<file path="src/rtl/dmc_pkg.sv">
package dmc_pkg;

    localparam int unsigned WORD_W          = 32;
    localparam int unsigned SHIFT_W         = 5;
    localparam int unsigned LOG_W           = 6;
    localparam int unsigned STEPS_PER_STAGE = 4;

    localparam logic MODE_UNSIGNED = 1'b0;
    localparam logic MODE_SIGNED   = 1'b1;

    typedef struct packed {
        logic              mode;
        logic [WORD_W-1:0] divisor;
    } in_word_t;

    typedef struct packed {
        logic [WORD_W-1:0]  multiplier;
        logic               pre_shift;
        logic [SHIFT_W-1:0] post_shift;
        logic               divisor_negative;
        logic               zero_divisor;
    } out_word_t;

    // shift and flag fields that ride alongside the divider
    typedef struct packed {
        logic               pre_shift;
        logic [SHIFT_W-1:0] post_shift;
        logic               divisor_negative;
        logic               zero_divisor;
    } side_t;

    // divider stage contents: partial remainder, quotient so far, denominator
    typedef struct packed {
        logic [WORD_W-1:0] rem;
        logic [WORD_W-1:0] quo;
        logic [WORD_W-1:0] den;
        side_t             side;
    } div_word_t;

endpackage

</file>
<file path="src/rtl/dmc_prep.sv">
module dmc_prep
    import dmc_pkg::*;
(
    input  logic      clk,
    input  logic      rst_n,
    input  logic      in_valid,
    input  in_word_t  in_word,
    output logic      out_valid,
    output div_word_t out_word
);

    // stage 1: magnitude and magnitude minus one
    logic              s1_valid_reg;
    logic              s1_mode_reg;
    logic              s1_neg_reg;
    logic              s1_zero_reg;
    logic [WORD_W-1:0] s1_den_reg;
    logic [WORD_W-1:0] s1_dm1_reg;

    logic              neg_next;
    logic [WORD_W-1:0] den_next;
    logic [WORD_W-1:0] dm1_next;

    always_comb
    begin
        neg_next = (in_word.mode == MODE_SIGNED) && in_word.divisor[WORD_W-1];
        if (neg_next)
        begin
            den_next = ~in_word.divisor + {{(WORD_W-1){1'b0}}, 1'b1};
            dm1_next = ~in_word.divisor;          // -d - 1
        end
        else
        begin
            den_next = in_word.divisor;
            dm1_next = in_word.divisor - {{(WORD_W-1){1'b0}}, 1'b1};
        end
    end

    always_ff @(posedge clk or negedge rst_n)
    begin
        if (!rst_n)
            s1_valid_reg <= 1'b0;
        else
            s1_valid_reg <= in_valid;
    end

    always_ff @(posedge clk)
    begin
        s1_mode_reg <= in_word.mode;
        s1_neg_reg  <= neg_next;
        s1_zero_reg <= (in_word.divisor == '0);
        s1_den_reg  <= den_next;
        s1_dm1_reg  <= dm1_next;
    end

    // stage 2: ceil(log2) via leading zeros, numerator high word, shifts
    function automatic logic [LOG_W-1:0] lead_zeros(input logic [WORD_W-1:0] x);
        logic [LOG_W-1:0] n;
        n = LOG_W'(WORD_W);
        for (int i = 0; i < WORD_W; i++)
        begin
            if (x[i])
                n = LOG_W'(WORD_W - 1 - i);
        end
        return n;
    endfunction

    logic [LOG_W-1:0]  l_val;
    logic [WORD_W:0]   pow_l;
    logic [WORD_W:0]   diff_u;
    logic [WORD_W-1:0] high_next;
    side_t             side_next;
    div_word_t         s2_word_reg;
    logic              s2_valid_reg;

    always_comb
    begin
        l_val  = LOG_W'(WORD_W) - lead_zeros(s1_dm1_reg);
        pow_l  = (WORD_W+1)'(1) << l_val;
        diff_u = pow_l - {1'b0, s1_den_reg};

        if (s1_mode_reg == MODE_UNSIGNED)
            high_next = diff_u[WORD_W-1:0];
        else if (l_val == '0)
            high_next = '0;                       // magnitude one
        else
            high_next = WORD_W'(1) << SHIFT_W'(l_val - LOG_W'(1));

        side_next.pre_shift        = (s1_mode_reg == MODE_UNSIGNED) && (l_val != '0);
        side_next.post_shift       = (l_val == '0) ? '0 : SHIFT_W'(l_val - LOG_W'(1));
        side_next.divisor_negative = s1_neg_reg;
        side_next.zero_divisor     = 1'b0;

        if (s1_zero_reg)
        begin
            high_next                  = '0;
            side_next.pre_shift        = 1'b0;
            side_next.post_shift       = '0;
            side_next.divisor_negative = 1'b0;
            side_next.zero_divisor     = 1'b1;
        end
    end

    always_ff @(posedge clk or negedge rst_n)
    begin
        if (!rst_n)
            s2_valid_reg <= 1'b0;
        else
            s2_valid_reg <= s1_valid_reg;
    end

    always_ff @(posedge clk)
    begin
        s2_word_reg.rem  <= high_next;
        s2_word_reg.quo  <= '0;
        s2_word_reg.den  <= s1_den_reg;
        s2_word_reg.side <= side_next;
    end

    assign out_valid = s2_valid_reg;
    assign out_word  = s2_word_reg;

endmodule

</file>
<file path="src/rtl/dmc_div_stage.sv">
module dmc_div_stage
    import dmc_pkg::*;
#(
    parameter int unsigned STEPS = STEPS_PER_STAGE
)
(
    input  logic      clk,
    input  logic      rst_n,
    input  logic      in_valid,
    input  div_word_t in_word,
    output logic      out_valid,
    output div_word_t out_word
);

    // restoring division, STEPS quotient bits per stage
    div_word_t word_next;
    div_word_t word_reg;
    logic      valid_reg;

    always_comb
    begin
        logic [WORD_W:0] trial;
        word_next = in_word;
        for (int s = 0; s < STEPS; s++)
        begin
            trial = {word_next.rem, 1'b0};
            if (trial >= {1'b0, word_next.den})
            begin
                trial         = trial - {1'b0, word_next.den};
                word_next.quo = {word_next.quo[WORD_W-2:0], 1'b1};
            end
            else
            begin
                word_next.quo = {word_next.quo[WORD_W-2:0], 1'b0};
            end
            word_next.rem = trial[WORD_W-1:0];
        end
    end

    always_ff @(posedge clk or negedge rst_n)
    begin
        if (!rst_n)
            valid_reg <= 1'b0;
        else
            valid_reg <= in_valid;
    end

    always_ff @(posedge clk)
    begin
        word_reg <= word_next;
    end

    assign out_valid = valid_reg;
    assign out_word  = word_reg;

endmodule

</file>
<file path="src/rtl/division_magic_constants_top.sv">
// A result strobes on done once the accepted word has passed prep stages 1 and 2, the divider
// stages and the output register.
// Throughput: one word per cycle while busy is low; the divider is fully pipelined,
// one stage per STEPS_PER_STAGE quotient bits, so back-to-back starts are all taken.
// Reset: rst_n clears every valid bit and holds busy high until the first edge after release.
// The receiver cannot stall: each result is on the ports for exactly one cycle.
module division_magic_constants_top
    import dmc_pkg::*;
#(
    parameter int unsigned STEPS = STEPS_PER_STAGE
)
(
    input  logic      clk,
    input  logic      rst_n,
    input  logic      start,
    output logic      busy,
    input  in_word_t  operand,
    output logic      done,
    output out_word_t result
);

    // number of divider stages and total edges from accept to result
    localparam int unsigned NUM_STAGES = WORD_W / STEPS;
    localparam int unsigned LATENCY    = NUM_STAGES + 3;

    // busy while in reset and until ready_reg is set after release
    logic ready_reg;

    always_ff @(posedge clk or negedge rst_n)
    begin
        if (!rst_n)
            ready_reg <= 1'b0;
        else
            ready_reg <= 1'b1;
    end

    assign busy = ~ready_reg;

    logic accept;
    assign accept = start & ~busy;

    // front end: magnitude, leading-zero count, numerator high word and shifts
    logic      pipe_valid [NUM_STAGES+1];
    div_word_t pipe_word  [NUM_STAGES+1];

    dmc_prep u_prep
    (
        .clk       (clk),
        .rst_n     (rst_n),
        .in_valid  (accept),
        .in_word   (operand),
        .out_valid (pipe_valid[0]),
        .out_word  (pipe_word[0])
    );

    // quotient floor(high * 2^32 / den), STEPS bits per stage
    for (genvar g = 0; g < NUM_STAGES; g++)
    begin : g_div
        dmc_div_stage #(
            .STEPS (STEPS)
        ) u_stage
        (
            .clk       (clk),
            .rst_n     (rst_n),
            .in_valid  (pipe_valid[g]),
            .in_word   (pipe_word[g]),
            .out_valid (pipe_valid[g+1]),
            .out_word  (pipe_word[g+1])
        );
    end

    // output register: multiplier is quotient plus one, zeros for a zero divisor
    div_word_t last_word;
    out_word_t result_next;
    out_word_t result_reg;
    logic      done_reg;

    assign last_word = pipe_word[NUM_STAGES];

    always_comb
    begin
        result_next.multiplier       = last_word.side.zero_divisor ? '0
                                     : last_word.quo + {{(WORD_W-1){1'b0}}, 1'b1};
        result_next.pre_shift        = last_word.side.pre_shift;
        result_next.post_shift       = last_word.side.post_shift;
        result_next.divisor_negative = last_word.side.divisor_negative;
        result_next.zero_divisor     = last_word.side.zero_divisor;
    end

    always_ff @(posedge clk or negedge rst_n)
    begin
        if (!rst_n)
            done_reg <= 1'b0;
        else
            done_reg <= pipe_valid[NUM_STAGES];
    end

    always_ff @(posedge clk)
    begin
        result_reg <= result_next;
    end

    assign done   = done_reg;
    assign result = result_reg;

    // every accepted word produces a done strobe at the end of the pipeline
    a_accept_to_done : assert property (@(posedge clk) disable iff (!rst_n)
        accept |-> ##LATENCY done)
        else $error("accepted word did not produce a result");

    a_done_from_accept : assert property (@(posedge clk) disable iff (!rst_n)
        done |-> $past(accept, LATENCY))
        else $error("result without a matching accepted word");

    a_zero_clean : assert property (@(posedge clk) disable iff (!rst_n)
        done && result.zero_divisor |-> result.multiplier == '0 && result.post_shift == '0
            && !result.pre_shift && !result.divisor_negative)
        else $error("zero divisor result carries non-zero fields");

    a_mode_fields : assert property (@(posedge clk) disable iff (!rst_n)
        done && result.pre_shift |-> !result.divisor_negative)
        else $error("pre-shift and negative flag both set");

endmodule

</file>
<file path="config.mk">
export PLATFORM = sky130hd
export DESIGN_NAME = division_magic_constants_top
export DESIGN_NICKNAME = d
export VERILOG_FILES = /design/src/rtl/dmc_pkg.sv /design/src/rtl/dmc_prep.sv /design/src/rtl/dmc_div_stage.sv /design/src/rtl/division_magic_constants_top.sv
export SDC_FILE = /design/constraint.sdc
export NUM_CORES = 2
export LEC_CHECK = 0
export BUFFER_PORTS_ARGS = -buffer_cell sky130_fd_sc_hd__buf_2
export CAP_MARGIN = 20
export CORE_ASPECT_RATIO = 0.6
export CORE_UTILIZATION = 25
export DETAILED_ROUTE_END_ITERATION = 16
export GPL_TIMING_DRIVEN = 0
export PLACE_DENSITY = 0.35
export SLEW_MARGIN = 10
export SYNTH_ARGS = -nofsm -noshare
export SYNTH_HDL_FRONTEND = slang
export SYNTH_SLANG_ARGS = --single-unit
</file>
<file path="constraint.sdc">
create_clock -name clk -period 31.8 [get_ports clk]
set_input_delay 1.59 -clock clk [delete_from_list [all_inputs] [get_ports clk]]
set_output_delay 1.59 -clock clk [all_outputs]
set_load 0.01 [all_outputs]
</file>
==> impl_metrics.ini <==
[outcome]
outcome = completed

[final_layout]
final_net_count = 11300
layout_common_cells = ha_1 (1038), a21oi_1 (928), dfxtp_1 (835)
area_delta_synth_final_pct = 11.2
mostFrequentLayoutCell = ha_1
largest_register_ffs = 656
drive_gt1_frac = 0.0989
n_fill_cell = 34500

[timing]
final-setup-viol-count = 0
fin_setup_tns_ps = 0
period_minus_slack_ps = 19720
fin_crit_sh = 0.620
max_slew_margin = 0.0560
grt_setup_unrepaired = no
max_freq_mhz = 50.7
finalHoldViolations = 0
clock_skew_ps = 49.6
slew_viol_final = 0
tightestPinTransition_ps = 1400

[route]
drtPass1Iterations = 6
first_iter_violations = 8595
vias = 77500
wl_per_cell_um = 25.7
via_per_inst = 5.32
totalWireLength_mm = 375
drc = 0
drtAntennaViolNets = 0

[setup_path]
ff2ff_setup_slack_ps = 12080
path_max_fanout = 10
reg2reg_from = g_div[4].u_stage.out_word[28]
cp-start-kind = register
cpPeakStageDelay_ps = 1060
endpoint_kind = register
r2r-end = g_div[5].u_stage.out_word[98]
crit_type = reg2reg
worstPathArrival_ps = 20320
crit_slowest_cell = a2111oi_0
reg2regPathDepth = 56
required_ps = 32400
path_common_cell = a21oi_1

[cts]
cts_setup_buffers = 0
cts_resized = 0
clk_latency_ps = 770
cts_tree = built
numCtsBuffers = 92
cts_root_buffer = clkbuf_16
cts_sinks = 847
clk_path_buf_depth = 3
htree_levels = 3
clkTransAtPathRegs_ps = 60
ctsHoldBuffers = 0

[grt]
grt_pass1_vias = 70100
grtUsageTotal = 0.219
grt-ovfl-total = 0
antenna_found_initial = 35
grt_first_pass_wirelength_mm = 526
grt_max_degree = 17

[yosys]
synth_flop_cell = dfxtp_1
yosysTopAreaCellShare = 0.205
synth_mux_area_frac = 0.0960
yosys-top-cells-area = dfxtp_1 (21%), ha_1 (16%), mux2_2 (8.2%)
synth_top_family_by_area = compound AO/OA/AOI/OAI gates
async_flop_share = 0.0142
yosysSeqAreaShare = 0.209
synth_xor_area_frac = 0.101
synth-edff-count = 0
synth_fa_ha_area_frac = 0.162
syn_inst = 9995
yosysWarnings = 0
yosysTopAreaCell = dfxtp_1
syn-num-nets = 11100
syn_area_um2 = 81500
synth-seq-cells = 847
synth-compound-area-share = 0.236
yosys.area_share.simple = 0.160
avgSynthCellArea_um2 = 8.15
synth.distinct_cells = 98

[hold_path]
min_to = g_div[6].u_stage.out_word[60]
hp-class = reg2reg
holdPathStages = 0
min-delay-start = g_div[5].u_stage.out_word[56]

[floorplanning]
io_pins = 78
start_util = 0.253
die-area_um2 = 328000
floorplan.rows = 161
die_h_um = 444
die_x_um = 739
coreArea_um2 = 323000

[placed_design]
hpwl_mm = 320
gp_congestion = 0.911
port_buffers = 76

[run]
maxCapViolCount = 0
logic make-up after synthesis:
group	count (synthesis)
other cells	1
mux	693
fa+ha+maj	1047
simple gates	2686
xor+xnor	943
compound gates	3023
buf+inv	755
flops	847
through the flow:
step           utilization  hold WS (ps)  setup slack [ps]  cells  cell area, µm²
6_report             0.281           321             12080  14600           90600
4_1_cts              0.281           316             12810  14600           90500
3_5_place_dp         0.271           312             12930  14400           87300
3_3_place_gp         0.271           311             12880  14400           87300
5_1_grt              0.281           320             11230  14600           90500
2_1_floorplan            -           310             19320   9995           81500
worst max-delay path by stage:
| stage | startpoint | to | depth (start not counted) |
|---|---|---|---|
| global route | g_div[4].u_stage.out_word[28] | g_div[5].u_stage.out_word[98] | 56 |
| global placement | g_div[6].u_stage.out_word[9] | g_div[7].u_stage.out_word[40] | 57 |
| finish | g_div[4].u_stage.out_word[28] | g_div[5].u_stage.out_word[98] | 56 |
| floorplan | u_prep.out_word[27] | g_div[0].u_stage.out_word[75] | 52 |
| CTS | g_div[2].u_stage.out_word[9] | g_div[3].u_stage.out_word[103] | 56 |
| detailed placement | g_div[2].u_stage.out_word[9] | g_div[3].u_stage.out_word[103] | 56 |
synthesized netlist by cell type, types with 21 or more instances:
| library cell | instances |
|---|---|
| and2_1 | 95 |
| a211o_1 | 24 |
| xnor2_1 | 621 |
| a21boi_0 | 32 |
| o21ai_0 | 623 |
| nand2_1 | 649 |
| or2_2 | 54 |
| inv_1 | 543 |
| a21o_1 | 452 |
| xor2_1 | 322 |
| nor4_1 | 44 |
| mux2_4 | 29 |
| clkbuf_1 | 131 |
| o211ai_1 | 57 |
| o31a_1 | 28 |
| nand3b_1 | 21 |
| a41oi_1 | 21 |
| o31ai_1 | 61 |
| nor3_1 | 175 |
| o21bai_1 | 130 |
| and3_1 | 93 |
| a2111oi_0 | 29 |
| nand2b_1 | 144 |
| nand4_1 | 129 |
| and4_1 | 28 |
| a211oi_1 | 91 |
| or3_1 | 79 |
| nand3_1 | 189 |
| nor2b_1 | 115 |
| mux2i_1 | 74 |
| buf_1 | 26 |
| or4_1 | 24 |
| ha_1 | 1038 |
| o2111ai_1 | 28 |
| mux2_2 | 590 |
| nor3b_1 | 27 |
| a31oi_1 | 95 |
| a21oi_1 | 928 |
| dfxtp_1 | 835 |
| o21a_1 | 181 |
| a31o_2 | 22 |
| buf_2 | 35 |
| nor2_1 | 787 |
critical path: cells and delay by family (launching register included):
family / cells / cell delay, ps
AO/OA/AOI/OAI: 28 / 10030
AND/OR/NAND/NOR: 11 / 2210
multiplexers: 2 / 710
flip-flops: 1 / 570
buffers and inverters: 11 / 4010
adder cells (fa/ha/maj): 4 / 1940
metal layers:
metal	wire length, µm	part of all wire	global-route usage	vias up
li1	-	-	-	37000
met1	222000	0.59	0.396	37600
met2	116000	0.31	0.241	2735
met3	32700	0.087	0.0458	175
met4	4460	0.012	0.0276	4
met5	19	0.000051	0	-
area by class of cell:
cell class	count	area, µm²	share of cell area
buffer	203	878	0.00970
clock inverter	55	669	0.00739
inverter	552	2080	0.0230
multi-input combinational	8393	61500	0.679
clock buffer	116	2510	0.0277
timing repair buffer	84	455	0.00503
sequential	847	17000	0.188
tap	4319	5400	0.0597
antenna	17	42.5	0.000470
Power is left out: the tool's default activity adds up to more than one toggle a clock period on the data nets, which glitch-free logic cannot reach.
